===== config.mk =====
export PLATFORM = sky130hd
export DESIGN_NAME = rhc_div
export DESIGN_NICKNAME = d
export VERILOG_FILES = /design/src/design/assert_macros.svh /design/src/design/rhc_pkg.sv /design/src/design/rhc_div.sv
export SDC_FILE = /design/constraint.sdc
export NUM_CORES = 2
export LEC_CHECK = 0
export ABC_CLOCK_PERIOD_IN_PS = 3080
export BUFFER_PORTS_ARGS = -buffer_cell sky130_fd_sc_hd__buf_2
export CAP_MARGIN = 20
export CORE_MARGIN = 4
export CORE_UTILIZATION = 57
export CTS_CLUSTER_SIZE = 30
export DETAILED_ROUTE_END_ITERATION = 16
export PLACE_DENSITY = 0.86
export SLEW_MARGIN = 20
export SYNTH_ARGS = -nofsm -noshare
export SYNTH_HDL_FRONTEND = slang
export SYNTH_SLANG_ARGS = --single-unit

===== constraint.sdc =====
create_clock -name clk -period 3.08 [get_ports clk]
set_input_delay 0.924 -clock clk [delete_from_list [all_inputs] [get_ports clk]]
set_output_delay 0.924 -clock clk [all_outputs]
set_load 0.02 [all_outputs]

===== src/design/assert_macros.svh =====
// Shared concurrent check macros; expect clk and rst_n in scope.
`ifndef ASSERT_MACROS_SVH
`define ASSERT_MACROS_SVH

// Same-cycle implication.
`define RHC_ASSERT_IMPLY(name, ante, cons) \
    name: assert property (@(posedge clk) disable iff (!rst_n) (ante) |-> (cons)) \
        else $error("rgb_hsl_converter: check failed");

// Next-cycle implication.
`define RHC_ASSERT_NEXT(name, ante, cons) \
    name: assert property (@(posedge clk) disable iff (!rst_n) (ante) |=> (cons)) \
        else $error("rgb_hsl_converter: check failed");

`endif


===== src/design/rhc_pkg.sv =====
package rhc_pkg;

    localparam int NUM_W      = 27;
    localparam int DEN_W      = 11;
    localparam int Q_W        = 17;
    localparam int FRONT_LAT  = 2;
    localparam int DIV_STEPS  = Q_W;
    localparam int HSL_LAT    = 8;
    localparam int PIPE_DEPTH = FRONT_LAT + DIV_STEPS;

    typedef enum logic {
        OP_RGB2HSL = 1'b0,
        OP_HSL2RGB = 1'b1
    } op_t;

    typedef struct packed {
        logic [NUM_W-1:0] num;
        logic [DEN_W-1:0] den;
    } div_lane_t;

    typedef struct packed {
        div_lane_t   sat;
        div_lane_t   hue;
        logic        gray;
        logic [15:0] light;
    } div_req_t;

    typedef struct packed {
        logic [Q_W-1:0] sat_q;
        logic [Q_W-1:0] hue_q;
        logic           gray;
        logic [15:0]    light;
    } div_rsp_t;

endpackage


===== src/design/rhc_div.sv =====
module rhc_div
(
    input  logic              clk,
    input  logic              en,
    input  rhc_pkg::div_req_t req,
    output rhc_pkg::div_rsp_t rsp
);

    localparam int STEPS = rhc_pkg::DIV_STEPS;
    localparam int NW    = rhc_pkg::NUM_W;
    localparam int QW    = rhc_pkg::Q_W;

    rhc_pkg::div_lane_t lane_reg  [STEPS][2];
    rhc_pkg::div_lane_t lane_next [STEPS][2];
    logic [QW-1:0]      quo_reg   [STEPS][2];
    logic [QW-1:0]      quo_next  [STEPS][2];
    logic               gray_reg  [STEPS];
    logic [15:0]        light_reg [STEPS];

    always_comb
    begin
        rhc_pkg::div_lane_t src;
        logic [QW-1:0]      src_q;
        logic [NW:0]        dsh;
        logic               hit;
        for (int i = 0; i < STEPS; i++)
        begin
            for (int j = 0; j < 2; j++)
            begin
                if (i == 0)
                begin
                    src   = (j == 0) ? req.sat : req.hue;
                    src_q = '0;
                end
                else
                begin
                    src   = lane_reg[i-1][j];
                    src_q = quo_reg[i-1][j];
                end
                dsh = (NW+1)'(src.den) << (STEPS - 1 - i);
                hit = ({1'b0, src.num} >= dsh);
                lane_next[i][j].den = src.den;
                lane_next[i][j].num = hit ? NW'({1'b0, src.num} - dsh) : src.num;
                quo_next[i][j]      = {src_q[QW-2:0], hit};
            end
        end
    end

    always_ff @(posedge clk)
    begin
        if (en)
        begin
            lane_reg     <= lane_next;
            quo_reg      <= quo_next;
            gray_reg[0]  <= req.gray;
            light_reg[0] <= req.light;
            for (int i = 1; i < STEPS; i++)
            begin
                gray_reg[i]  <= gray_reg[i-1];
                light_reg[i] <= light_reg[i-1];
            end
        end
    end

    assign rsp.sat_q = quo_reg[STEPS-1][0];
    assign rsp.hue_q = quo_reg[STEPS-1][1];
    assign rsp.gray  = gray_reg[STEPS-1];
    assign rsp.light = light_reg[STEPS-1];

endmodule


### Word level (Yosys, flattened, before mapping)

Memory sizes are Yosys's and may differ from the RTL's.
Index checks and enable logic that the tools add are counted.

* register bits after elaboration: 1522
* input port bits: 95
* memories: 2
* latch bits: 0
* logic and storage cells: 200
* output and inout port bits: 51
* RAM bits: 289
* memory bits (read-only): 0

Memories
* light_reg: words 17, bits a word 16, read ports 17, clocked after memory_dff 0, wr ports 17, RTL line rhc_div.sv:18 `logic [15:0] light_reg [STEPS];`
* gray_reg: words 17, bits a word 1, read ports 17, clocked after memory_dff 0, wr ports 17, RTL line rhc_div.sv:17 `logic gray_reg [STEPS];`

* reductions and logical operators: 0
* divide/modulo/power cells: 0
* add/subtract/negate cells: 32
* multiplexer cells: 34
* multipliers: 0
* shift-type cells: 0
* magnitude comparators: 34
* eq/ne operators: 0
* bitwise logic cells: 0

Operator list (number)
* 27-bit two-way mux: 32
* 27-bit by 11-bit >= comparator with 1-bit output: 2
* 27-bit by 12-bit >= comparator with 1-bit output: 2
* 27-bit by 13-bit >= comparator with 1-bit output: 2
* 27-bit by 14-bit >= comparator with 1-bit output: 2
* 27-bit by 15-bit >= comparator with 1-bit output: 2
* 27-bit by 16-bit >= comparator with 1-bit output: 2
* 27-bit by 17-bit >= comparator with 1-bit output: 2
* 27-bit by 18-bit >= comparator with 1-bit output: 2
* 27-bit by 19-bit >= comparator with 1-bit output: 2
* 27-bit by 20-bit >= comparator with 1-bit output: 2
* 27-bit by 21-bit >= comparator with 1-bit output: 2
* 27-bit by 22-bit >= comparator with 1-bit output: 2
* 27-bit by 23-bit >= comparator with 1-bit output: 2
* 27-bit by 24-bit >= comparator with 1-bit output: 2
* 27-bit by 25-bit >= comparator with 1-bit output: 2
* 27-bit by 26-bit >= comparator with 1-bit output: 2
* 27-bit >= comparator: 2
* 27-bit by 12-bit subtractor with 27-bit output: 2
* 27-bit by 13-bit subtractor with 27-bit output: 2
* 27-bit by 14-bit subtractor with 27-bit output: 2
* 27-bit by 15-bit subtractor with 27-bit output: 2
* 27-bit by 16-bit subtractor with 27-bit output: 2
* 27-bit by 17-bit subtractor with 27-bit output: 2
* 11 further kinds: 22

### Logic depth before layout (Yosys ltp)

* word-level depth: 2
* depth in mapped cells: 13
* depth with buffers taken out: 12

### Worst setup path after synthesis

OpenSTA, ideal clock, no wires.

* path type: in2reg
* from: input port req[21] (netlist bit)
* to: register lane_reg[1246] (netlist bit) (data pin)
* setup slack: -0.130 ns
* data arrival time: 2.950 ns
* buffers on the path: 1
* library setup time: 0.260 ns
* stages on the path: 9
* data required time: 2.820 ns
* path through: inv_1 ha_1 a21o_1 a21o_1 a211oi_1 nand3_1 a31o_2 clkbuf_1 mux2_2

RTL lines
* start, declared: RTL line rhc_div.sv:5 `input rhc_pkg::div_req_t req,`
* end signal, assigned: RTL line rhc_div.sv:53 `lane_reg <= lane_next;`
* end, declared: RTL line rhc_div.sv:13 `rhc_pkg::div_lane_t lane_reg [STEPS][2];`

==> results.py <==
metrics = {
    "cells_and_area": {
        "drive_gt1_share_pct": 12.31,
        "fill_cells": 9917,
        "final_area_mm2": 0.09253,
        "fin_nets": 6898,
        "diodes": 0,
        "final_util_pct": 65.20,
        "syn2layout_area_growth_pct": 13.45,
        "largest_reg_flops": 864,
        "fin_cells": 8439,
    },
    "pwr": {
        "sw_frac_of_total_pct": 28.40,
        "power_density_mw_per_mm2": 804.8,
        "power_frac_seq_pct": 46.7,
        "p_int_w": 0.05332,
        "pwr-share-comb_pct": 24.2,
        "leakage_nw": 34.57,
        "power_frac_clock_pct": 29.2,
        "ir_drop_uv": 490.7,
        "power_switching_w": 0.02115,
    },
    "timing": {
        "fin_tns_setup_ps": 0,
        "drv_slew": 0,
        "worstMarginPinSlew_ps": 838.8,
        "period_needed_ps": 3067,
        "setup_viol": 0,
        "slew_headroom_pct": 43.57,
        "period_share_pct": 99.58,
        "rsz0062_at_grt": "true",
        "clock.fmax_mhz": 326.0,
        "fin_hold_ws_ps": 317.4,
        "fin_worst_skew_ps": 28.19,
        "hold_viol": 0,
    },
    "routing": {
        "firstDrtPassIters": 8,
        "post-route-drc-count": 0,
        "ant_nets": 0,
        "avgViaCountPerCell": 5.604,
        "via_count": 47290,
        "routed_wl_um": 142900,
        "drtIter0Drc": 3153,
        "wl_per_cell_um": 16.93,
    },
    "cts": {
        "cts_tree": "done",
        "insertion_delay_ps": 790,
        "numCtsBuffers": 183,
        "ctsHoldBuffers": 0,
        "cts.sinks": 1811,
        "clk_pin_slew_worst_paths_ps": 60,
        "cts-htree-levels": 4,
        "clk_path_buf_depth": 3,
        "root_buffer": "clkbuf_16",
    },
    "global_route": {
        "grt_usage_pct": 19.03,
        "grt_use_met1_pct": 21.26,
        "grt_pass1_wl_um": 231600,
        "use_met2_pct": 35.47,
        "antenna_found_initial": 1,
        "top_usage_layer": "met2",
        "grt_pass1_vias": 47920,
        "grt_overflow": 0,
        "grt_max_degree": 92,
        "grtUsageMet3_pct": 3.026,
    },
    "worst_setup_path": {
        "r2r_cells": 9,
        "path_class": "register to register",
        "critical_path.endpoint_type": "register",
        "max_stage_delay_ps": 450,
        "crit_chain": "ha_1 > nor2b_1 > o31ai_1 > a21oi_1 > o41ai_1 > buf_4 > o22ai_1 > nor4b_1 > xor2_1",
        "worst-path-buf-inv": 1,
        "worstPathRequired_ps": 3590,
        "critical_path_depth": 9,
        "path_max_fanout": 3,
        "crit_family": "compound AO/OA/AOI/OAI gates",
        "startpoint_type": "register",
        "crit_path_top_delay_cell": "edfxtp_1",
        "arrival_ps": 3580,
    },
    "synthesis": {
        "netlist_area_mm2": 0.08156,
        "yosys_warnings": 0,
        "ys_types": 84,
        "synth_fp_nets": 6448,
        "syn_area_per_cell_um2": 13.71,
        "synth_edf_count": 1811,
        "synth_cells": 5947,
        "synth_seq_cells": 1811,
        "async_flop_share_pct": 0,
        "synth_flop_cell": "edfxtp_1",
        "ys_seq_area_share_pct": 66.68,
    },
    "placement": {
        "gp_congestion": 0.9504,
        "placed_cell_area_mm2": 0.08629,
        "port_buffers": 145,
        "dp.cells": 8097,
        "hpwlAfterDp_um": 102600,
    },
    "floorplanning": {
        "die_h_um": 386.3,
        "die_w_um": 386.3,
        "initial_utilization_pct": 57.47,
        "coreArea_mm2": 0.1419,
        "die_area_mm2": 0.1492,
        "io_pins": 146,
        "fp-row-count": 138,
    },
    "hold_path": {
        "whs_path_depth": 1,
        "hold_path.class": "input port to register",
    },
    "job": {
        "cap_violations": 0,
    },
    "run_status": {
        "status": "completed",
    },
}
[stage by stage]
step | power (W) | worst slack [ps]
after global routing | 0.07849 | -37.29
after floorplan | 0.04738 | 40.75
after CTS | 0.07472 | 4.510
final | 0.07447 | 12.86
after detailed placement | 0.05267 | -247.4
after global placement | 0.05177 | -156.8
[logic make-up after synthesis]
logic type / count (synthesis) / share of synthesized area [%]
buffers and inverters: 616 / 2.939
multiplexers: 97 / 1.313
flip-flops: 1811 / 66.68
AND/OR/NAND/NOR: 1466 / 9.231
adder cells (fa/ha/maj): 406 / 6.523
XOR/XNOR: 432 / 4.639
AO/OA/AOI/OAI: 1119 / 8.678
[worst paths after layout]
kind / start / to / slack (ps)
worst min register to register: light_reg[0][201] / light_reg[0][217] / 400
worst max-delay path: lane_reg[1127] / lane_reg[1063] / 10
worst max register to register: lane_reg[1127] / lane_reg[1063] / 10
worst min-delay path: req[4] / light_reg[0][4] / 320
[metal layers]
metal	up-vias	wire length, µm
met2	1227	75090
met1	22420	55800
li1	23230	-
met5	-	0
met3	413	5624
met4	0	6384
[synth_stat cells (32+ instances only)]
cell type | instances | area share, %
or4_1 | 44 | 0.40
nor3_1 | 135 | 0.83
nor2_1 | 343 | 1.6
mux2_2 | 80 | 1.1
a21oi_1 | 315 | 1.9
xor2_1 | 224 | 2.4
ha_1 | 374 | 5.7
nand3_1 | 76 | 0.47
inv_1 | 504 | 2.3
o31ai_1 | 37 | 0.34
nand4_1 | 50 | 0.38
o21a_1 | 80 | 0.74
clkbuf_1 | 81 | 0.37
nand2_1 | 345 | 1.6
xnor2_1 | 208 | 2.2
a211oi_1 | 33 | 0.30
a21o_1 | 101 | 0.93
nor4_1 | 123 | 0.94
nand2b_1 | 70 | 0.54
o21ai_0 | 295 | 1.8
or3_1 | 47 | 0.36
fa_1 | 32 | 0.79
edfxtp_1 | 1811 | 67
a31oi_1 | 32 | 0.25
nor2b_1 | 68 | 0.52
[cell usage in the layout (no fill, tap or decap), types with 23 or more instances in the layout]
cell type,instances
edfxtp_1,1811
inv_1,504
ha_1,372
nand2_1,345
nor2_1,341
a21oi_1,313
o21ai_0,289
xor2_1,224
xnor2_1,208
buf_4,196
clkbuf_16,188
buf_2,144
nor3_1,131
nor4_1,118
a21o_1,101
o21a_1,80
mux2_2,80
nand3_1,76
nand2b_1,70
nor2b_1,66
nand4_1,50
or3_1,44
or4_1,42
clkbuf_1,40
clkinv_1,39
o31ai_1,37
buf_12,33
a31oi_1,31
o31a_1,31
fa_1,30
clkinv_2,28
a211oi_1,27
nor4b_1,27
nand4b_1,24
o211ai_1,23
[power groups by stage]
stage | clock network, W | logic, W | registers, W
final | 0.0217 | 0.0180 | 0.0347
after global routing | 0.0234 | 0.0200 | 0.0351
after CTS | 0.0223 | 0.0177 | 0.0347
after detailed placement | 0 | 0.0175 | 0.0352
after global placement | 0 | 0.0168 | 0.0350
after floorplan | 0 | 0.0131 | 0.0343
[final cells by class]
type	count	area, µm²	share of cell area, %
timing repair buffer	373	2853	3.083
inverter	508	1907	2.061
clock inverter	109	1122	1.213
clock buffer	228	4855	5.246
sequential	1811	54380	58.77
tap	1890	2365	2.556
multi-input combinational	3520	25050	27.07
[repair_timing]
item / 4_1_cts / 5_1_grt
endpoints found under the setup margin: 31 / 144
resized for setup: 5 / 53
pin swaps: 1 / 12
buffers inserted: 2 / 3
Power figures use the tool's default switching activity.
