File: config.mk
export PLATFORM = sky130hd
export DESIGN_NAME = rhc_hsl2rgb
export DESIGN_NICKNAME = d
export VERILOG_FILES = /design/src/design/assert_macros.svh /design/src/design/rhc_hsl2rgb.sv
export SDC_FILE = /design/constraint.sdc
export NUM_CORES = 2
export LEC_CHECK = 0
export ABC_AREA = 1
export BUFFER_PORTS_ARGS = -buffer_cell sky130_fd_sc_hd__buf_2
export CELL_PAD_IN_SITES_DETAIL_PLACEMENT = 1
export CELL_PAD_IN_SITES_GLOBAL_PLACEMENT = 1
export CORE_MARGIN = 1.5
export CORE_UTILIZATION = 55
export CTS_CLUSTER_SIZE = 12
export DETAILED_ROUTE_END_ITERATION = 6
export PLACE_DENSITY = 0.86
export SYNTH_ARGS = -nofsm -noshare
export SYNTH_HDL_FRONTEND = slang
export SYNTH_SLANG_ARGS = --single-unit
File: constraint.sdc
create_clock -name clk -period 12.7 [get_ports clk]
set_input_delay 0.635 -clock clk [delete_from_list [all_inputs] [get_ports clk]]
set_output_delay 0.635 -clock clk [all_outputs]
set_load 0.05 [all_outputs]
File: src/design/assert_macros.svh
// Shared concurrent check macros; expect clk and rst_n in scope.
`ifndef ASSERT_MACROS_SVH
`define ASSERT_MACROS_SVH

// Same-cycle implication.
`define RHC_ASSERT_IMPLY(name, ante, cons) \
    name: assert property (@(posedge clk) disable iff (!rst_n) (ante) |-> (cons)) \
        else $error("rgb_hsl_converter: check failed");

// Next-cycle implication.
`define RHC_ASSERT_NEXT(name, ante, cons) \
    name: assert property (@(posedge clk) disable iff (!rst_n) (ante) |=> (cons)) \
        else $error("rgb_hsl_converter: check failed");

`endif

File: src/design/rhc_hsl2rgb.sv
module rhc_hsl2rgb #(
    parameter int FRACTION_BITS = 16
)
(
    input  logic        clk,
    input  logic        en,
    input  logic [15:0] hue,
    input  logic [15:0] sat,
    input  logic [15:0] light,
    output logic [7:0]  red,
    output logic [7:0]  green,
    output logic [7:0]  blue
);

    localparam int F            = FRACTION_BITS;
    localparam int W            = F + 1;
    localparam int RW           = (F + 2 > 17) ? F + 2 : 17;
    localparam int THIRD_I      = ((1 << F) + 1) / 3;
    localparam int TWO_THIRDS_I = ((2 << F) + 1) / 3;

    localparam logic [W-1:0] ONE        = W'(1) << F;
    localparam logic [W-1:0] HALF       = W'(1) << (F - 1);
    localparam logic [F-1:0] THIRD      = F'(THIRD_I);
    localparam logic [F-1:0] REST_THIRD = F'((1 << F) - THIRD_I);
    localparam logic [F-1:0] TWO_THIRDS = F'(TWO_THIRDS_I);

    typedef enum logic [1:0] {
        SEG_RISE,
        SEG_HIGH,
        SEG_FALL,
        SEG_LOW
    } seg_t;

    function automatic logic [W-1:0] div_ffff(input logic [F+16:0] x);
        logic [W-1:0]     q0;
        logic [RW-1:0]    r1;
        logic [RW-17:0]   q1;
        logic [16:0]      r2;
        logic             corr;
        q0   = x[F+16:16];
        r1   = RW'(x[15:0]) + RW'(q0);
        q1   = r1[RW-1:16];
        r2   = 17'(r1[15:0]) + 17'(q1);
        corr = (r2 >= 17'd65535);
        return q0 + W'(q1) + W'(corr);
    endfunction

    function automatic logic [W-1:0] fx_mul(input logic [W-1:0] a, input logic [W-1:0] b);
        logic [2*W-1:0] p;
        p = (2*W)'(a) * (2*W)'(b) + (2*W)'(HALF);
        return p[2*F:F];
    endfunction

    // stage 1
    logic [F+16:0] h_x;
    logic [F+16:0] s_x;
    logic [F+16:0] l_x;
    logic [F-1:0]  h1_reg;
    logic [W-1:0]  s1_reg;
    logic [W-1:0]  l1_reg;
    logic          gray1_reg;

    // stage 2
    logic [F-1:0] h2_reg;
    logic [W-1:0] s2_reg;
    logic [W-1:0] l2_reg;
    logic [W-1:0] ls2_reg;
    logic         gray2_reg;

    // stage 3
    logic [W:0]   sum_ls;
    logic [W:0]   hi_a;
    logic [W-1:0] hi3_next;
    logic [W-1:0] hi3_reg;
    logic [W-1:0] l3_reg;
    logic [F-1:0] t3_reg [3];
    logic         gray3_reg;

    // stage 4
    logic [W:0]   lo_a;
    logic [W-1:0] lo4_next;
    logic [W-1:0] span4_next;
    logic [W-1:0] lo4_reg;
    logic [W-1:0] hi4_reg;
    logic [W-1:0] span4_reg;
    logic [W-1:0] l4_reg;
    logic [F-1:0] t4_reg [3];
    logic         gray4_reg;

    // stage 5
    seg_t         seg5_next [3];
    logic [W-1:0] fac5_next [3];
    seg_t         seg5_reg  [3];
    logic [W-1:0] fac5_reg  [3];
    logic [W-1:0] lo5_reg;
    logic [W-1:0] hi5_reg;
    logic [W-1:0] span5_reg;
    logic [W-1:0] l5_reg;
    logic         gray5_reg;

    // stage 6
    logic [W-1:0] m6_reg  [3];
    seg_t         seg6_reg [3];
    logic [W-1:0] lo6_reg;
    logic [W-1:0] hi6_reg;
    logic [W-1:0] l6_reg;
    logic         gray6_reg;

    // stage 7
    logic [W-1:0] c7_next [3];
    logic [W-1:0] c7_reg  [3];

    // stage 8
    logic [7:0]   b8_next [3];
    logic [7:0]   b8_reg  [3];

    always_comb
    begin
        h_x = {1'b0, hue, {F{1'b0}}} + (F+17)'(32768);
        s_x = {1'b0, sat, {F{1'b0}}} + (F+17)'(32767);
        l_x = {1'b0, light, {F{1'b0}}} + (F+17)'(32767);
    end

    always_comb
    begin
        sum_ls = {1'b0, l2_reg} + {1'b0, s2_reg};
        if (l2_reg < HALF)
        begin
            hi_a = {1'b0, l2_reg} + {1'b0, ls2_reg};
        end
        else if (sum_ls > {1'b0, ls2_reg})
        begin
            hi_a = sum_ls - {1'b0, ls2_reg};
        end
        else
        begin
            hi_a = '0;
        end
        hi3_next = (hi_a > {1'b0, ONE}) ? ONE : hi_a[W-1:0];
    end

    always_comb
    begin
        if ({l3_reg, 1'b0} > {1'b0, hi3_reg})
        begin
            lo_a = {l3_reg, 1'b0} - {1'b0, hi3_reg};
        end
        else
        begin
            lo_a = '0;
        end
        lo4_next   = (lo_a > {1'b0, ONE}) ? ONE : lo_a[W-1:0];
        span4_next = (hi3_reg > lo4_next) ? hi3_reg - lo4_next : '0;
    end

    always_comb
    begin
        logic [F+2:0] t6;
        logic [F+1:0] t3x;
        logic [F-1:0] rest;
        logic [F+2:0] r6;
        for (int i = 0; i < 3; i++)
        begin
            t6   = (F+3)'({t4_reg[i], 2'b00}) + (F+3)'({t4_reg[i], 1'b0});
            t3x  = (F+2)'({t4_reg[i], 1'b0}) + (F+2)'(t4_reg[i]);
            rest = (TWO_THIRDS > t4_reg[i]) ? TWO_THIRDS - t4_reg[i] : '0;
            r6   = (F+3)'({rest, 2'b00}) + (F+3)'({rest, 1'b0});
            if (t6 < (F+3)'(ONE))
            begin
                seg5_next[i] = SEG_RISE;
                fac5_next[i] = t6[W-1:0];
            end
            else if (!t4_reg[i][F-1])
            begin
                seg5_next[i] = SEG_HIGH;
                fac5_next[i] = '0;
            end
            else if (t3x < {ONE, 1'b0})
            begin
                seg5_next[i] = SEG_FALL;
                fac5_next[i] = r6[W-1:0];
            end
            else
            begin
                seg5_next[i] = SEG_LOW;
                fac5_next[i] = '0;
            end
        end
    end

    always_comb
    begin
        logic [W:0] c_a;
        for (int i = 0; i < 3; i++)
        begin
            case (seg6_reg[i])
                SEG_RISE, SEG_FALL: c_a = {1'b0, lo6_reg} + {1'b0, m6_reg[i]};
                SEG_HIGH:           c_a = {1'b0, hi6_reg};
                default:            c_a = {1'b0, lo6_reg};
            endcase
            if (gray6_reg)
            begin
                c7_next[i] = l6_reg;
            end
            else
            begin
                c7_next[i] = (c_a > {1'b0, ONE}) ? ONE : c_a[W-1:0];
            end
        end
    end

    always_comb
    begin
        logic [F+8:0] p;
        logic [8:0]   v;
        for (int i = 0; i < 3; i++)
        begin
            p = {c7_reg[i], 8'h00} - (F+9)'(c7_reg[i]) + (F+9)'(HALF);
            v = p[F+8:F];
            b8_next[i] = (v > 9'd255) ? 8'hFF : v[7:0];
        end
    end

    always_ff @(posedge clk)
    begin
        if (en)
        begin
            h1_reg    <= h_x[F+15:16];
            s1_reg    <= div_ffff(s_x);
            l1_reg    <= div_ffff(l_x);
            gray1_reg <= (sat == 16'd0);

            h2_reg    <= h1_reg;
            s2_reg    <= s1_reg;
            l2_reg    <= l1_reg;
            ls2_reg   <= fx_mul(l1_reg, s1_reg);
            gray2_reg <= gray1_reg;

            hi3_reg   <= hi3_next;
            l3_reg    <= l2_reg;
            t3_reg[0] <= h2_reg + THIRD;
            t3_reg[1] <= h2_reg;
            t3_reg[2] <= h2_reg + REST_THIRD;
            gray3_reg <= gray2_reg;

            lo4_reg   <= lo4_next;
            hi4_reg   <= hi3_reg;
            span4_reg <= span4_next;
            l4_reg    <= l3_reg;
            t4_reg    <= t3_reg;
            gray4_reg <= gray3_reg;

            seg5_reg  <= seg5_next;
            fac5_reg  <= fac5_next;
            lo5_reg   <= lo4_reg;
            hi5_reg   <= hi4_reg;
            span5_reg <= span4_reg;
            l5_reg    <= l4_reg;
            gray5_reg <= gray4_reg;

            for (int i = 0; i < 3; i++)
            begin
                m6_reg[i] <= fx_mul(span5_reg, fac5_reg[i]);
            end
            seg6_reg  <= seg5_reg;
            lo6_reg   <= lo5_reg;
            hi6_reg   <= hi5_reg;
            l6_reg    <= l5_reg;
            gray6_reg <= gray5_reg;

            c7_reg    <= c7_next;
            b8_reg    <= b8_next;
        end
    end

    assign red   = b8_reg[0];
    assign green = b8_reg[1];
    assign blue  = b8_reg[2];

endmodule

### Yosys cells after proc, flatten, opt, wreduce, memory -nomap -nowiden

Memories as Yosys holds them, arrays and structs flattened.
Cells that the tools add are included.

| operators by class | value |
|---|---|
| $lt $le $gt $ge | 23 |
| muxes and demuxes | 33 |
| equal/unequal tests | 6 |
| shift operators | 0 |
| div/mod/pow operators | 0 |
| bitwise gates (word level) | 3 |
| reductions and logical operators | 10 |
| $mul | 4 |
| $add $sub $neg | 43 |

Operator list:

| operator | number |
|---|---|
| $mux 17 | 16 |
| $add 33x16->33 const B | 4 |
| $mul 17x17->33 | 4 |
| $pmux 18 s2 | 3 |
| $add 17x17->18 | 5 |
| $gt 18x17->1 const B | 5 |
| $add 25x16->25 const B | 3 |
| $sub 25x17->25 | 3 |
| $add 32x15->33 const B | 2 |
| $add 18x17->19 | 3 |
| $lt 19x17->1 const B | 3 |
| $add 17x16->18 | 3 |
| $lt 18x18->1 const B | 3 |
| $mux 18 | 3 |
| $add 17x17->17 | 3 |
| $gt 16x16->1 const A | 3 |
| $mux 16 | 3 |
| $sub 16x16->16 const A | 3 |
| $add 16x17->18 | 2 |
| $gt 18x17->1 | 2 |
| $sub 18x17->18 | 2 |
| $add 16x2->17 | 2 |
| $add 17x1->17 | 2 |
| $add 17x2->17 | 2 |
| 15 further kinds | 38 |

| storage, ports and cells | value |
|---|---|
| logic and storage cells | 173 |
| latch bits | 0 |
| memories kept | 1 |
| output and inout port bits | 24 |
| memory bits (read-only) | 0 |
| input bits | 50 |
| register bits after elaboration | 578 |
| memory bits (writable) | 51 |

Memories:

| name | depth | width | rd ports | clocked after memory_dff | write ports | line | source |
|---|---|---|---|---|---|---|---|
| m6_reg | 3 | 17 | 3 | 0 | 3 | rhc_hsl2rgb.sv:102 | `logic [W-1:0] m6_reg [3];` |

### Depth between registers and ports, before layout

| depth | value |
|---|---|
| word-level depth | 6 |
| mapped depth | 33 |

### Worst setup path before layout

No wires, ideal clock.

| path | value |
|---|---|
| kind | register to register |
| start point | register span5_reg[13] |
| end point | memory m6_reg[0][49] in the netlist's numbering (data pin) |
| library setup time | 0.276 ns |
| stages on the path, launching flop included | 23 |
| data arrival time | 5.561 ns |
| clock period less this slack | 5.837 ns |
| path slack | 6.863 ns |
| cells stage by stage | edfxtp_1 clkbuf_1 buf_1 nand2_1 fa_1 inv_1 fa_1 fa_1 fa_1 fa_1 inv_1 fa_1 inv_1 ha_1 nand2_1 nor4_1 nand2_1 o211ai_1 nand3_1 nand2_1 nand2_1 o311ai_0 xor2_1 |

RTL lines:

| element | line | source |
|---|---|---|
| start: declaration | rhc_hsl2rgb.sv:97 | `logic [W-1:0] span5_reg;` |
| start signal: assignment | rhc_hsl2rgb.sv:257 | `span5_reg <= span4_reg;` |
| end: declaration | rhc_hsl2rgb.sv:102 |  |

==> impl_metrics.tcl <==
set metrics [dict create \
    setup_viol_count_final 0 \
    grt_pass1_wl_um 378000 \
    ys.warnings.count 0 \
    register_area_sq_mm 0.0187 \
    holdPathEnd "h1_reg[4]" \
    dpl-instance-area_sq_mm 0.0783 \
    ys_seq_elements 624 \
    dr.pass1.iters 6 \
    drt_iter0_drc 4190 \
    gp_congestion 0.937 \
    path_clk_slew_ns 0.06 \
    cts_root_buf "clkbuf_16" \
    postCtsSetupRepairBufs 0 \
    ctsHoldBuffers 0 \
    grt_setup_unrepaired "no" \
    syn2layout_area_growth_pct 5.59 \
    finalClockSkew_ns 0.0524 \
    synthArstFlopShare_pct 0 \
    wl_met1_um 93900 \
    core_sq_mm 0.138 \
    tritoncts "built" \
    status "completed" \
    yosys.area.top_type "edfxtp_1" \
    r2r-start "span5_reg[7]" \
    end_kind "flop" \
    clock-sinks 624 \
    final_area_sq_mm 0.0807 \
    antenna_left 0 \
    period_share_pct 54.6 \
    ioPinCount 74 \
    die_h_um 376 \
    fin_cells 10943 \
    ctsLongestPathBuffers 3 \
    hold_viol_final 0 \
    period_needed_ns 6.93 \
    via_count 62133 \
    hold_path_class "input pin to flop" \
    top_layer "met5" \
    yosysMostFrequentCell "inv_1" \
    grt_pass1_vias 69530 \
    wl_met2_um 118000 \
    maxCapViolations 0 \
    synthesis.nets 10912 \
    yosys-top-cells-area "edfxtp_1, fa_1, ha_1, inv_1, nand2_1" \
    utilization_pct 58.6 \
    cts_resized 0 \
    drv_slew 0 \
    critPathKind "flop to flop" \
    port_buffers 73 \
    synth_common_cells "inv_1, nand2_1, fa_1" \
    n_fill_cell 16635 \
    drcViolationCount 0 \
    tns_ns 0 \
    clock.fmax_mhz 144 \
    dp_cells 10807 \
    grt_overflow_total 0 \
    grt_max_degree 175 \
    nets 10812 \
    h-tree-depth 3 \
    die_x_um 376 \
    timing.slew.headroom_pct 7.39 \
    synth.distinct_cells 62 \
    cp.arrival_ns 7.40 \
    dieArea_sq_mm 0.141 \
    reg2reg_to "m6_reg[0][10]" \
    syn_inst 9191 \
    rows 136 \
    wl_per_cell_um 21.8 \
    hold_depth 1 \
    yosysTopAreaCellShare_pct 24.5 \
    multi_input_area_sq_mm 0.0481 \
    ys_seq_area_share_pct 24.5 \
    synthFlopType "edfxtp_1" \
    wl_um 239000 \
    avgSynthCellArea_sq_um 8.32 \
    syn_area_sq_mm 0.0764 \
    rrSetupSlack_ns 5.77 \
    via_per_inst 5.68 \
    path_max_fanout 48 \
    layout-drive-gt1-share_pct 3.38 \
    worst_slew_pin_slew_ns 1.38 \
    start_util_pct 55.5 \
    cts_made_buffers 76 \
    critical_path_required_ns 13.17 \
    dr_wl_met3_um 15300 \
    r2r_cells 20 \
    dp.final_hpwl_um 184000 \
    antenna_found_initial 3 \
    synth_edf_count 624 \
    track_usage_pct 34.3 \
    clkLatencyLatePin_ns 0.71 \
    start_kind "flop" \
    hp-start "hue[4]" \
]
metal layers:
| layer | up-vias | global-route usage, % |
|---|---|---|
| li1 | 28147 | - |
| met1 | 31113 | 41.4 |
| met2 | 2164 | 60.3 |
| met3 | 707 | 5.17 |
| met4 | 2 | 15.4 |
| met5 | - | 0 |
worst max path at each step:
| stage | depth (start not counted) | to | slack, ns | start |
|---|---|---|---|---|
| 2_1_floorplan | 22 | m6_reg[0][49] | 6.86 | span5_reg[13] |
| 3_3_place_gp | 25 | m6_reg[0][49] | 6.38 | span5_reg[6] |
| 3_5_place_dp | 31 | l1_reg[15] | 6.22 | light[0] |
| 4_1_cts | 20 | m6_reg[0][10] | 6.02 | span5_reg[9] |
| 5_1_grt | 20 | m6_reg[0][10] | 5.62 | span5_reg[9] |
| 6_report | 20 | m6_reg[0][10] | 5.77 | span5_reg[7] |
layout make-up:
type                    instances  share of cell area, %
clock buffers                  89                   2.42
multi-input cells            6015                   59.5
clock inverters                46                  0.615
inverters                    2248                   10.5
diodes                          1                0.00310
well taps                    1794                   2.78
flip-flops and latches        624                   23.2
repair buffers                126                  0.973
cell families (layout without fill, tap and decap cells):
logic type                 count (synthesis)  count (layout)  synth area share [%]
xor gates and xnor gates                 309             309                  3.54
AOI/OAI and AO/OA                        979             979                  7.25
adders and majority gates               1671            1671                  35.8
DFF                                      624             624                  24.5
and+or+nand+nor                         3056            3056                  16.3
other                                      0               1                     0
buffers and inverters                   2552            2509                  12.6
critical path, stage by stage (launching register included):
cell,delay (ns)
edfxtp_1,0.33
buf_4,0.69
nand2_1,0.30
fa_1,0.65
fa_1,0.49
fa_1,0.48
fa_1,0.52
inv_1,0.11
fa_1,0.60
inv_1,0.07
fa_1,0.50
inv_1,0.05
ha_1,0.32
nand2_1,0.11
o21ai_0,0.22
inv_1,0.07
o21ai_0,0.19
a21oi_1,0.12
o21bai_1,0.38
a21oi_1,0.15
xnor2_1,0.36
metrics by stage:
step,hold WS [ns],setup WS (ns)
finish,0.107,5.77
global route,0.0934,5.62
CTS,0.0701,6.02
detailed placement,0.405,6.22
global placement,0.401,6.38
floorplan,0.400,6.86
layout by cell type, fill, tap and decap left out, types with 6 or more instances in the layout:
cell | Yosys | final
o21ai_0 | 252 | 252
nor3_1 | 70 | 70
nand4_1 | 84 | 84
a221oi_1 | 8 | 8
nor2_2 | 6 | 6
o211ai_1 | 19 | 19
o21ai_1 | 14 | 14
fa_1 | 860 | 860
nor4_1 | 16 | 16
clkbuf_16 | 0 | 76
inv_1 | 2246 | 2246
o31ai_1 | 15 | 15
a21boi_0 | 23 | 23
o221ai_1 | 21 | 21
nand3_1 | 289 | 289
a21oi_2 | 13 | 13
xor2_1 | 231 | 231
nand2_2 | 9 | 9
buf_4 | 7 | 52
xnor2_1 | 78 | 78
a31oi_1 | 23 | 23
buf_2 | 16 | 72
clkinv_2 | 0 | 10
nor2_1 | 420 | 420
a211oi_1 | 8 | 8
a21o_1 | 36 | 36
edfxtp_1 | 624 | 624
clkinv_1 | 2 | 16
a21oi_1 | 460 | 460
o21bai_1 | 23 | 23
o21a_1 | 11 | 11
clkbuf_1 | 244 | 13
or2_2 | 34 | 34
nand3b_1 | 18 | 18
nand2_1 | 2092 | 2092
ha_1 | 811 | 811
o22ai_1 | 35 | 35
Power is left out: the tool's default activity adds up to more than one toggle a clock period on the data nets, which glitch-free logic cannot reach.
