### src/design/assert_macros.svh
// Shared concurrent check macros; expect clk and rst_n in scope.
`ifndef ASSERT_MACROS_SVH
`define ASSERT_MACROS_SVH

// Same-cycle implication.
`define RHC_ASSERT_IMPLY(name, ante, cons) \
    name: assert property (@(posedge clk) disable iff (!rst_n) (ante) |-> (cons)) \
        else $error("rgb_hsl_converter: check failed");

// Next-cycle implication.
`define RHC_ASSERT_NEXT(name, ante, cons) \
    name: assert property (@(posedge clk) disable iff (!rst_n) (ante) |=> (cons)) \
        else $error("rgb_hsl_converter: check failed");

`endif

### src/design/rhc_pkg.sv
package rhc_pkg;

    localparam int NUM_W      = 27;
    localparam int DEN_W      = 11;
    localparam int Q_W        = 17;
    localparam int FRONT_LAT  = 2;
    localparam int DIV_STEPS  = Q_W;
    localparam int HSL_LAT    = 8;
    localparam int PIPE_DEPTH = FRONT_LAT + DIV_STEPS;

    typedef enum logic {
        OP_RGB2HSL = 1'b0,
        OP_HSL2RGB = 1'b1
    } op_t;

    typedef struct packed {
        logic [NUM_W-1:0] num;
        logic [DEN_W-1:0] den;
    } div_lane_t;

    typedef struct packed {
        div_lane_t   sat;
        div_lane_t   hue;
        logic        gray;
        logic [15:0] light;
    } div_req_t;

    typedef struct packed {
        logic [Q_W-1:0] sat_q;
        logic [Q_W-1:0] hue_q;
        logic           gray;
        logic [15:0]    light;
    } div_rsp_t;

endpackage

### src/design/rhc_rgb_front.sv
module rhc_rgb_front
(
    input  logic              clk,
    input  logic              en,
    input  logic [7:0]        red,
    input  logic [7:0]        green,
    input  logic [7:0]        blue,
    output rhc_pkg::div_req_t req
);

    logic [7:0]         mx;
    logic [7:0]         mn;
    logic [7:0]         del_c;
    logic [8:0]         sum_c;
    logic [7:0]         den_c;
    logic [10:0]        del6_c;
    logic signed [11:0] num_c;
    logic [16:0]        lsum_c;

    logic [7:0]  del_reg;
    logic [7:0]  den_reg;
    logic [10:0] num_reg;
    logic [15:0] light_reg;

    rhc_pkg::div_req_t req_next;
    rhc_pkg::div_req_t req_reg;

    always_comb
    begin
        mx = red;
        mn = red;
        if (green > mx)
        begin
            mx = green;
        end
        if (blue > mx)
        begin
            mx = blue;
        end
        if (green < mn)
        begin
            mn = green;
        end
        if (blue < mn)
        begin
            mn = blue;
        end
        del_c  = mx - mn;
        sum_c  = {1'b0, mx} + {1'b0, mn};
        den_c  = (sum_c < 9'd255) ? sum_c[7:0] : 8'(9'd510 - sum_c);
        del6_c = {1'b0, del_c, 2'b00} + {2'b00, del_c, 1'b0};
        if (red == mx)
        begin
            num_c = $signed({4'b0000, green}) - $signed({4'b0000, blue});
        end
        else if (green == mx)
        begin
            num_c = $signed({3'b000, del_c, 1'b0}) + $signed({4'b0000, blue})
                  - $signed({4'b0000, red});
        end
        else
        begin
            num_c = $signed({2'b00, del_c, 2'b00}) + $signed({4'b0000, red})
                  - $signed({4'b0000, green});
        end
        if (num_c < 0)
        begin
            num_c = num_c + $signed({1'b0, del6_c});
        end
        lsum_c = {sum_c, 8'h00} + {8'h00, sum_c} + 17'd1;
    end

    always_comb
    begin
        req_next.sat.num = rhc_pkg::NUM_W'({del_reg, 16'h0000})
                         - rhc_pkg::NUM_W'(del_reg)
                         + rhc_pkg::NUM_W'(den_reg[7:1]);
        req_next.sat.den = rhc_pkg::DEN_W'(den_reg);
        req_next.hue.num = {num_reg, 16'h0000}
                         + rhc_pkg::NUM_W'({1'b0, del_reg, 1'b0} + {2'b00, del_reg});
        req_next.hue.den = {1'b0, del_reg, 2'b00} + {2'b00, del_reg, 1'b0};
        req_next.gray    = (del_reg == 8'd0);
        req_next.light   = light_reg;
    end

    always_ff @(posedge clk)
    begin
        if (en)
        begin
            del_reg   <= del_c;
            den_reg   <= den_c;
            num_reg   <= num_c[10:0];
            light_reg <= lsum_c[16:1];
            req_reg   <= req_next;
        end
    end

    assign req = req_reg;

endmodule

### config.mk
export PLATFORM = sky130hd
export DESIGN_NAME = rhc_rgb_front
export DESIGN_NICKNAME = d
export VERILOG_FILES = /design/src/design/assert_macros.svh /design/src/design/rhc_pkg.sv /design/src/design/rhc_rgb_front.sv
export SDC_FILE = /design/constraint.sdc
export NUM_CORES = 1
export LEC_CHECK = 0
export ABC_AREA = 1
export ABC_CLOCK_PERIOD_IN_PS = 9250
export BUFFER_PORTS_ARGS = -buffer_cell sky130_fd_sc_hd__buf_2
export CAP_MARGIN = 20
export CORE_MARGIN = 2
export CORE_UTILIZATION = 58
export CTS_CLUSTER_SIZE = 10
export DETAILED_ROUTE_END_ITERATION = 10
export PLACE_DENSITY = 0.8
export SYNTH_ARGS = -nofsm -noshare
export SYNTH_HDL_FRONTEND = slang
export SYNTH_SLANG_ARGS = --single-unit
### constraint.sdc
create_clock -name clk -period 9.25 [get_ports clk]
set_clock_uncertainty 0.05 [all_clocks]
set_input_delay 0 -clock clk [delete_from_list [all_inputs] [get_ports clk]]
set_output_delay 0 -clock clk [all_outputs]
set_load 0.01 [all_outputs]
Yosys cells after proc, flatten, opt, wreduce, memory -nomap -nowiden
Cells that the tools add are included.

Logic and storage cells: 44. Output and inout port bits: 93. Bits in registers: 133.

$lt $le $gt $ge: 6. Reduce and logical (&&, ||, !) cells: 1. $add $sub $neg: 17. Equality and inequality tests: 2. Mux-type cells: 8.

Operators by type and width (count): 8-bit 2-to-1 mux (5); 27-bit by 10-bit adder with 27-bit output (1); 25-bit by 8-bit adder with 26-bit output (1); 24-bit by 8-bit subtractor with 25-bit output (1); 12-bit 2-to-1 mux (2); 10-bit by 9-bit adder with 11-bit output (2); 9-bit by 8-bit adder with 10-bit output (2); 17-bit by 1-bit adder with 17-bit output, second input constant (1); 17-bit by 9-bit adder with 17-bit output (1); 8-bit equality test (2); 8-bit greater-than comparator (2); 8-bit less-than comparator (2); 12-bit by 1-bit less-than comparator with 1-bit output, second input constant (1); 11-bit by 8-bit subtractor with 12-bit output (1); 10-bit by 8-bit adder with 11-bit output (1); 11-bit adder (1); 11-bit 2-to-1 mux (1); 10-bit by 8-bit subtractor with 11-bit output (1); 8-bit by 8-bit adder with 9-bit output (1); 9-bit by 8-bit less-than comparator with 1-bit output, second input constant (1); 8-bit by 8-bit subtractor with 9-bit output (1); 8-bit zero test (1); 8-bit subtractor (1); 8-bit subtractor, first input constant (1).

Longest topological paths before layout
Gate-level depths: netlist (run 1).

Depth after elaboration: 11. Mapped depth: 61.

Worst setup path after synthesis (run 1)
No wires, ideal clock.

Path kind: input port to flip-flop. Start: input red[2]. End: register num_reg[10] (data pin). Data arrival time: 7.105 ns. Setup time: 0.254 ns. Setup slack: 1.841 ns. Stages: 46. Cells stage by stage: inv_1 -> ha_1 -> nand2_1 -> inv_2 -> nand2_1 -> nand2_1 -> nand2_2 -> nand2_4 -> buf_2 -> clkbuf_1 -> o21ai_0 -> inv_1 -> ha_1 -> a21oi_1 -> nor2_1 -> a211oi_1 -> nand2_1 -> buf_2 -> (+10 left out) -> nand3_1 -> nand3_1 -> nand2_1 -> fa_1 -> inv_1 -> ha_1 -> a21oi_1 -> o21ai_0 -> a21o_1 -> a21oi_1 -> nor2_1 -> o21ai_0 -> nand2_1 -> xnor2_1 -> inv_1 -> nand3_1 -> nand2_1 -> nand2_1.

Longest elaborated chain between the ends: 11. Elaborated cells on any way between the ends: 21. Those cells by class: add/sub: 7; order compare: 5; eq/ne: 2; mux: 7.

RTL lines: start: declaration (line rhc_rgb_front.sv:5) `input logic [7:0] red,`; 8-bit greater-than comparator or 8-bit less-than comparator (tied branches) (line rhc_rgb_front.sv:32, rhc_rgb_front.sv:40); 8-bit 2-to-1 mux, on equally long branches (line rhc_rgb_front.sv:32, rhc_rgb_front.sv:40); 8-bit greater-than comparator or 8-bit less-than comparator (tied branches) (line rhc_rgb_front.sv:36, rhc_rgb_front.sv:44); 8-bit 2-to-1 mux, on equally long branches (line rhc_rgb_front.sv:36, rhc_rgb_front.sv:44); 8-bit subtractor * (line rhc_rgb_front.sv:48) `del_c = mx - mn;`; named net del_c[2] (line rhc_rgb_front.sv:13) `logic [7:0] del_c;`; 10-bit by 8-bit adder with 11-bit output or 9-bit by 8-bit adder with 10-bit output (tied branches) (line rhc_rgb_front.sv:63, rhc_rgb_front.sv:58); 11-bit by 8-bit subtractor with 12-bit output or 10-bit by 8-bit subtractor with 11-bit output (tied branches) (line rhc_rgb_front.sv:64, rhc_rgb_front.sv:59); 12-bit 2-to-1 mux (line rhc_rgb_front.sv:56) `else if (green == mx)`; 12-bit 2-to-1 mux (line rhc_rgb_front.sv:52) `if (red == mx)`; 11-bit adder or 12-bit by 1-bit less-than comparator with 1-bit output (tied branches) (line rhc_rgb_front.sv:68, rhc_rgb_front.sv:66); 11-bit 2-to-1 mux * (line rhc_rgb_front.sv:66) `if (num_c < 0)`; named net num_c[10] (line rhc_rgb_front.sv:17) `logic signed [11:0] num_c;`; end signal: assignment (line rhc_rgb_front.sv:92) `num_reg <= num_c[10:0];`; end: declaration (line rhc_rgb_front.sv:22) `logic [10:0] num_reg;`.

The timed path passes the listed nets; every way through them passes the cells marked *. A chain may end at the register's enable or synchronous reset.

Worst setup path in the final report (run 1)
Start: input red[5]. End: register num_reg[10] (data pin).

The elaborated chain is that of the path after synthesis.

==> metrics.txt, run 1 <==
ANT cells 0; Unique masters post-synth 53; R2R setup slack 5250 ps; # IOs 119; Final Hold Fails 0; routability congestion estimate 0.961; period utilization 89.6%; Clock H-tree levels 4; Hold WC Path Type primary input to flip-flop; # Max-Cap Violations 0; M3 GR Usage 3.49%; initial core utilization 58.7%; routed len/inst 15.4 microns; CP max stage delay 520 ps; CTS sink count 113; R2R Path End req[88]$_DFFE_PP_; final setup TNS 0 ps; fmax 121 MHz; Hold Startpoint blue[0]; fin. max-slew vios 0; met1 GRT Util 30.6%; CP max stage cell fa_1; DRC 0; grt met2 use 47.4%; Die Y 133 microns; Crit Path Max Fanout 12; fillers 1323; reg2reg start del_reg[2]$_DFFE_PP_; max reg flops 71; Data required, critical path 9370 ps; Hold WS 162 ps; synth warn 0; Hold EP num_reg[0]$_DFFE_PP_; most used cell, CP nand2_1; initial antenna violation count 0; sequential-to-total area share from yosys stat 35.4%; clk_lat worst skew 410 ps; Yosys reg bits 113; Post-Syn Instances 1074; syn_area_per_cell 8.93 sq um; Syn Std Cell Area 0.00959 sq mm; vias in the first global route 7183; total CTS buffers 17; hpwl dp 16800 microns; root buf cell clkbuf_16; Cell Rows 47; CP endpoint kind flip-flop; WS Path Type primary input to flip-flop; share of layout cells above drive strength 1 17.6%; clk slew on worst S/H paths 50 ps; WP depth 47; CTS tree yes; arrival time worst endpoint 8410 ps; DRT antenna net count 0; Most Crowded Layer GR met2; Hold Path Stages 3; post_cts resized 0; routed wire length 21800 microns; outcome finished clean; dpl cells 1384; crit path time final 8290 ps; RSZ-0062 raised after global routing no; number of buffers and inverters on the critical path 9; largest net degree at the start of global routing 87; GRT overflow 0; drt initial violations 618; relative slew slack 33.4%; worst slew pin tran 999 ps; CP startpoint kind primary input; Port Buf Inserts 108; Reg2Reg Depth 17; nets@finish 1343; vias per std cell 5.28; top cell family by delay on the critical path simple AND/OR/NAND/NOR gates; core area 0.0163 sq mm; die area 0.0176 sq mm; DRT Pass-1 Iters 6; total number of vias 7471; chip width 133 microns; Area Overhead vs Synth 13.2%; global-route usage over all layers 25.5%; Clock Tree Buf Depth 2; global-route wire length before repair 35200 microns; final setup vio count 0; final non-filler cell total 1416
metal layers:
metal | up-vias | wire [microns]
met5 | - | 0
met4 | 0 | 446
met3 | 42 | 1050
met2 | 247 | 11500
met1 | 3463 | 8830
li1 | 3719 | -
cell usage in the layout, fill, tap and decap left out, types with 2 or more instances in the layout:
master | synthesis | layout
clkbuf_16 | 0 | 17
nand2_1 | 225 | 225
clkbuf_1 | 1 | 2
nand3_2 | 6 | 6
edfxtp_1 | 113 | 113
nand3_1 | 74 | 74
nand3b_1 | 4 | 4
conb_1 | 1 | 11
nand2_4 | 6 | 6
o21ai_0 | 35 | 35
nand4_1 | 9 | 9
a21oi_2 | 3 | 3
o21a_1 | 2 | 2
nor2_4 | 6 | 6
nor2_2 | 3 | 3
or2_2 | 5 | 5
buf_2 | 3 | 107
nor3_1 | 6 | 6
bufinv_16 | 0 | 5
clkinv_2 | 0 | 3
clkinv_1 | 0 | 2
buf_4 | 24 | 6
nor4_1 | 2 | 2
fa_1 | 26 | 26
a21o_1 | 5 | 5
o211ai_1 | 2 | 2
inv_2 | 7 | 7
o21bai_1 | 6 | 6
o21ai_1 | 5 | 5
xor2_1 | 64 | 64
xnor2_1 | 15 | 15
nand2_2 | 23 | 23
a21oi_1 | 55 | 55
inv_1 | 165 | 165
ha_1 | 107 | 107
nor2_1 | 42 | 42
cells by family after synthesis:
logic type,after synthesis,share of synthesized area (%)
AO/OA/AOI/OAI,122,7.42
adder cells (fa/ha/maj),133,19.4
other,1,0.0391
AND/OR/NAND/NOR,420,21.1
flip-flops,113,35.4
buffers and inverters,206,9.50
XOR/XNOR,79,7.21
cells in the mapped netlist, drive strengths merged:
cell / n / area (sq um)
edfxtp: 113 / 3390
fa: 26 / 521
conb: 1 / 3.75
nor2: 52 / 264
a221oi: 1 / 8.76
nand4: 11 / 90.1
a21boi: 1 / 7.51
buf: 32 / 255
a21oi: 59 / 318
xor2: 64 / 561
ha: 107 / 1340
o311ai: 1 / 8.76
o21bai: 7 / 63.8
clkbuf: 1 / 3.75
nor4: 2 / 12.5
or2: 6 / 37.5
o21a: 2 / 15.0
nand3: 81 / 448
nor3: 8 / 56.3
a31oi: 1 / 6.26
nand2: 255 / 1080
a21o: 5 / 37.5
o21ai: 41 / 216
and2: 1 / 6.26
inv: 173 / 652
xnor2: 15 / 131
a211oi: 1 / 7.51
nand3b: 4 / 30.0
o211ai: 2 / 15.0
o31ai: 1 / 7.51
worst max-delay path by stage:
stage | slack (ps) | end | from
floorplan | 1840 | num_reg[10]$_DFFE_PP_ | red[2]
global placement | 700 | num_reg[10]$_DFFE_PP_ | red[5]
detailed placement | 540 | num_reg[10]$_DFFE_PP_ | red[5]
CTS | 930 | num_reg[10]$_DFFE_PP_ | red[7]
global route | 230 | num_reg[10]$_DFFE_PP_ | red[7]
finish | 960 | num_reg[10]$_DFFE_PP_ | red[5]
what timing repair did:
action | in CTS | in global routing
hold endpoints to repair | 27 | 0
endpoints found under the setup margin | 0 | 0
hold buffers | 1 | 0
setup buffers | 0 | 0
area by class of cell:
class,instances,area (sq um),share of cell area (%)
clock buffer,19,433,3.99
clock inverter,12,189,1.74
inverter,173,652,6.00
multi-input combinational,765,5330,49.0
sequential,113,3390,31.3
tap,220,275,2.54
timing repair buffer,114,591,5.44
worst register-to-register path, stage by stage (launching register included):
cell and delay [ps]:
edfxtp_1 470, inv_1 190, ha_1 240, nand2_1 110, xor2_1 180, ha_1 380, nand3_1 100, nand2_1 120
nand2_1 80, nand2_1 80, a21oi_1 130, nor2_1 150, o21ai_0 140, nor3_1 470, nand4_1 270, nor2_1 240
nand4_1 170, xor2_1 180
per-stage QoR:
step | instance area [sq um] | setup WS (ps) | util, %
final | 10900 | 960 | 66.4
after CTS | 10900 | 933 | 66.4
after global routing | 10900 | 226 | 66.4
after floorplan | 9630 | 1840 | -
after detailed placement | 10200 | 538 | 62.6
after global placement | 10200 | 704 | 62.6
Power of run 1 is left out: the tool's default activity adds up to more than one toggle a clock period on the data nets, which glitch-free logic cannot reach.
==> run 2: changes to the inputs <==
--- a/config.mk
+++ b/config.mk
@@ -9,6 +9,7 @@
 export ABC_CLOCK_PERIOD_IN_PS = 9250
 export BUFFER_PORTS_ARGS = -buffer_cell sky130_fd_sc_hd__buf_2
 export CAP_MARGIN = 20
+export CORE_ASPECT_RATIO = 0.8
 export CORE_MARGIN = 2
 export CORE_UTILIZATION = 58
 export CTS_CLUSTER_SIZE = 10
==> run 2 against run 1 <==
  * Fmax is 0.54% higher
  * Worst hold slack lost 140 ps
  * First-iteration DRC count down 20%
  * Worst setup slack improved by 45 ps
  * Register-to-register slack better by 230 ps
  * Via count down 0.58%
  * Flip-flop and latch count unchanged
  * Critical endpoint unchanged
  * Critical path depth is 1 lower
==> metrics.txt, run 2 (synthesized netlist as in run 1, its figures left out) <==
Final Hold Fails 0 (unchanged); routability congestion estimate 0.944 (-1.7%); most used cell, CP inv_1; Clock H-tree levels 4 (unchanged); crit path setup slack, layout 1000 ps (+44.7 ps); CTS sink count 113 (unchanged); WS Path Type primary input to flip-flop; CP max stage delay 520 ps (about the same); CP max stage cell fa_1; CTS tree yes; initial antenna violation count 0 (unchanged); Hold WC Path Type primary input to flip-flop; final setup vio count 0 (unchanged); Hold WS 22.2 ps (-139 ps); max reg flops 71 (unchanged); RSZ-0062 raised after global routing no; most common cell after layout, fill and taps aside nand2_1; routed len/inst 15.1 microns (-2.0%); CP endpoint kind flip-flop; fmax 121 MHz (+0.54%); Area Overhead vs Synth 13.1% (about the same); clk_lat worst skew 410 ps (about the same); Data required, critical path 9370 ps (about the same); share of layout cells above drive strength 1 18.0% (+0.44 points); R2R setup slack 5480 ps (+230 ps); hpwl dp 17000 microns (+1.1%); Die Y 119 microns (-10%); routed wire length 21400 microns (-1.7%); root buf cell clkbuf_16; die area 0.0176 sq mm (about the same); vias in the first global route 7027 (-2.2%); core area 0.0163 sq mm (about the same); total CTS buffers 17 (unchanged); global-route wire length before repair 34500 microns (-1.8%); final instance area 0.0108 sq mm (about the same); nets@finish 1346 (+0.22%); Port Buf Inserts 108 (unchanged); global-route usage over all layers 25.0% (-0.49 points); Cell Rows 42 (-11%); Hold-fix buffers, CTS 0 (-1); chip width 148 microns (+11%); Clock Tree Buf Depth 2 (unchanged); DRC 0 (unchanged); # IOs 119 (unchanged); most frequent cells in the layout 225 x nand2_1, 165 x inv_1, 113 x edfxtp_1; total number of vias 7428 (-0.58%); # Post-CTS Setup Buffers 0 (unchanged); post_cts resized 0 (unchanged); worst slew pin tran 869 ps (-130 ps); DRT Pass-1 Iters 6 (unchanged); clk slew on worst S/H paths 50 ps (about the same); DP Area 0.0103 sq mm (+0.29%); final setup TNS 0 ps (unchanged); drt initial violations 493 (-20%); fillers 1298 (-1.9%); ANT cells 0 (unchanged); crit path time final 8250 ps (-44.7 ps); period utilization 89.1% (-0.48 points); Place WS 673 ps (+135 ps); largest net degree at the start of global routing 75 (-14%); outcome finished clean; vias per std cell 5.23 (-0.86%); arrival time worst endpoint 8360 ps (-50 ps); # Max-Cap Violations 0 (unchanged); relative slew slack 42.0% (+8.6 points); Crit Path Max Fanout 12 (unchanged); fin. max-slew vios 0 (unchanged); initial core utilization 58.7% (about the same); GRT overflow 0 (unchanged); DRT antenna net count 0 (unchanged); CP startpoint kind primary input
-- run 2: changes by cell type in the layout (fill, tap and decap cells not counted) --
cell	previous run	this run
clkinv_2	3	2
buf_4	6	10
inv_6	1	2
clkinvlp_4	1	4
clkinv_4	0	1
dlygate4sd3_1	1	0
clkinv_1	2	1
bufinv_16	5	3
-- run 2: layer usage --
metal  global-route usage [%]  vias up  wire (microns)
li1                         -     3724               -
met4                     7.03        0             331
met2                     41.0      287            9980
met3                     4.21       30            1520
met1                     34.5     3387            9610
met5                        0        -               0
-- run 2: per-stage QoR --
step	cells	util (%)
after global routing	1420	66.4
after detailed placement	1388	62.8
after floorplan	1084	-
after global placement	1388	62.8
after CTS	1420	66.4
final	1420	66.4
-- run 2: final timing paths --
path,startpoint,end,cells after the start
worst max-delay path,red[7],num_reg[10]$_DFFE_PP_,46
worst min-delay path,en,req[91]$_DFFE_PP_,1
worst max register to register,del_reg[0]$_DFFE_PP_,req[89]$_DFFE_PP_,15
worst min register to register,light_reg[8]$_DFFE_PP_,req[8]$_DFFE_PP_,0
-- run 2: layout make-up --
| class | count | area [sq um] | share of cell area, % |
|---|---|---|---|
| clock buffer | 19 | 433 | 3.99 |
| inverter | 173 | 652 | 6.01 |
| multi-input combinational | 765 | 5330 | 49.1 |
| timing repair buffer | 117 | 611 | 5.63 |
| sequential | 113 | 3390 | 31.3 |
| clock inverter | 13 | 160 | 1.48 |
| tap | 220 | 275 | 2.54 |
-- run 2: worst max-delay path, delay by kind of cell --
kind / cells / cell delay [ps]
fa+ha+maj: 7 / 2620
compound gates: 7 / 1530
simple gates: 21 / 2730
buf+inv: 9 / 920
xor+xnor: 2 / 570
Power of run 2 is left out for the same reason.
==> run 3: changes to the inputs <==
--- a/config.mk
+++ b/config.mk
@@ -7,14 +7,14 @@
 export LEC_CHECK = 0
 export ABC_AREA = 1
 export ABC_CLOCK_PERIOD_IN_PS = 9250
-export BUFFER_PORTS_ARGS = -buffer_cell sky130_fd_sc_hd__buf_2
+export BUFFER_PORTS_ARGS = -buffer_cell sky130_fd_sc_hd__buf_4
 export CAP_MARGIN = 20
 export CORE_ASPECT_RATIO = 0.8
 export CORE_MARGIN = 2
-export CORE_UTILIZATION = 58
+export CORE_UTILIZATION = 50
 export CTS_CLUSTER_SIZE = 10
 export DETAILED_ROUTE_END_ITERATION = 10
-export PLACE_DENSITY = 0.8
+export PLACE_DENSITY = 0.7
 export SYNTH_ARGS = -nofsm -noshare
 export SYNTH_HDL_FRONTEND = slang
 export SYNTH_SLANG_ARGS = --single-unit
==> run 3 against run 2 <==
  * Fmax up 2.1%
  * Non-clock buffer count up 1
  * Flip-flop and latch count unchanged
  * Utilization down 7.1 points
  * Design area up 3.0%
  * Die area up 15%
  * Critical endpoint unchanged
==> metrics.txt, run 3 (synthesized netlist as in run 1, its figures left out) <==
drt initial violations 394 (-20%); max reg flops 71 (unchanged); hpwl dp 17100 microns (+0.36%); initial antenna violation count 0 (unchanged); root buf cell clkbuf_16; Cell Rows 45 (+7.1%); Port Buf Inserts 108 (unchanged); global-route wire length before repair 34800 microns (+0.82%); crit path setup slack, layout 1180 ps (+172 ps); fmax 124 MHz (+2.1%); chip width 159 microns (+7.5%); routed len/inst 14.5 microns (-3.9%); DRT antenna net count 0 (unchanged); final setup TNS 0 ps (unchanged); dpl cells 1427 (+2.8%); DRC 0 (unchanged); routability congestion estimate 0.965 (+2.2%); Clock Tree Buf Depth 2 (unchanged); Hold Startpoint en; total number of vias 7346 (-1.1%); Hold EP req[91]$_DFFE_PP_; RSZ-0062 raised after global routing no; clk_lat worst skew 410 ps (about the same); final setup vio count 0 (unchanged); CTS sink count 113 (unchanged); most common cell after layout, fill and taps aside nand2_1; global-route usage over all layers 21.5% (-3.5 points); most used cell, CP nand2_1; # Max-Cap Violations 0 (unchanged); die area 0.0203 sq mm (+15%); share of layout cells above drive strength 1 18.3% (+0.32 points); DP Area 0.0106 sq mm (+3.1%); CP startpoint kind primary input; R2R Path End req[88]$_DFFE_PP_; outcome finished clean; number of buffers and inverters on the critical path 10 (+1); largest net degree at the start of global routing 75 (unchanged); core area 0.0189 sq mm (+15%); initial core utilization 50.9% (-7.8 points); DRT Pass-1 Iters 5 (-1); # Post-CTS Setup Buffers 0 (unchanged); Area Overhead vs Synth 16.6%; fin. max-slew vios 0 (unchanged); CTS tree yes; total CTS buffers 17 (unchanged); reg2reg start del_reg[2]$_DFFE_PP_; Reg2Reg Depth 17 (+2); ANT cells 0 (unchanged); Clock H-tree levels 4 (unchanged); period utilization 87.3% (-1.9 points); post_cts resized 0 (unchanged); most frequent cells in the layout 225 x nand2_1, 165 x inv_1, 118 x buf_4; fillers 1669 (+29%); final instance area 0.0112 sq mm (+3.0%); CP max stage delay 490 ps (-30 ps); CP max stage cell o31ai_1; Place WS 891 ps (+217 ps); CP endpoint kind flip-flop; arrival time worst endpoint 8190 ps (-170 ps); GRT overflow 0 (unchanged); Hold WC Path Type primary input to flip-flop; Hold Path Stages 1 (unchanged); final non-filler cell total 1459 (+2.7%); R2R setup slack 5610 ps (+130 ps); top cell family by delay on the critical path simple AND/OR/NAND/NOR gates; # IOs 119 (unchanged); Die Y 128 microns (+7.4%); Data required, critical path 9370 ps (about the same); crit path time final 8070 ps (-172 ps); Crit Path Max Fanout 12 (unchanged); Multi-input gate area 0.00533 sq mm (unchanged); vias per std cell 5.03 (-3.7%); worst slew pin tran 858 ps (-11.0 ps); nets@finish 1347 (+0.074%); Hold-fix buffers, CTS 0 (unchanged); relative slew slack 42.8% (+0.73 points); register area 0.00339 sq mm (unchanged); routed wire length 21200 microns (-1.2%); vias in the first global route 7199 (+2.4%); clk slew on worst S/H paths 60 ps (about the same); WS Path Type primary input to flip-flop; Final Hold Fails 0 (unchanged)
[run 3: cell count changes in the layout (fill, tap and decap cells not counted), sizes merged]
| cell | change |
|---|---|
| clkbuf | -2 |
| buf | +1 |
| clkinvlp | -1 |
| inv | +4 |
| bufinv | -1 |
[run 3: cell type report]
cell class                 count  area share (%)
clock buffer                  17            3.81
clock inverter                15            1.57
inverter                     173            5.83
multi-input combinational    765            47.6
sequential                   113            30.4
tap                          258            2.89
timing repair buffer         118            7.92
[run 3: worst max path at each step]
stage,from,to,slack [ps],depth (start not counted)
CTS,red[5],num_reg[10]$_DFFE_PP_,1280,48
global route,red[5],num_reg[10]$_DFFE_PP_,530,48
global placement,red[5],num_reg[10]$_DFFE_PP_,980,48
floorplan,red[2],num_reg[10]$_DFFE_PP_,1840,46
finish,red[5],num_reg[10]$_DFFE_PP_,1180,48
detailed placement,red[5],num_reg[10]$_DFFE_PP_,890,48
[run 3: per-layer routing]
layer / vias up / routed length, microns / part of all wire [%] / track usage [%]
met5: - / 0 / 0 / 0
met3: 42 / 1720 / 8.1 / 5.92
met2: 228 / 9230 / 44 / 34.5
met4: 0 / 458 / 2.2 / 7.59
met1: 3347 / 9760 / 46 / 28.4
li1: 3729 / - / - / -
[run 3: stage by stage]
step	hold WS [ps]	utilization, %
detailed placement	355	56.1
CTS	28.8	59.3
global placement	354	56.1
finish	19.2	59.3
global route	43.6	59.3
floorplan	62.5	-
[run 3: worst register-to-register path: cells and delay by family (launching register included)]
family	cells	cell delay [ps]
AO/OA/AOI/OAI	2	210
flip-flops	1	480
buffers and inverters	1	190
XOR/XNOR	2	330
adder cells (fa/ha/maj)	2	610
AND/OR/NAND/NOR	10	1540
Power of run 3 is left out for the same reason.
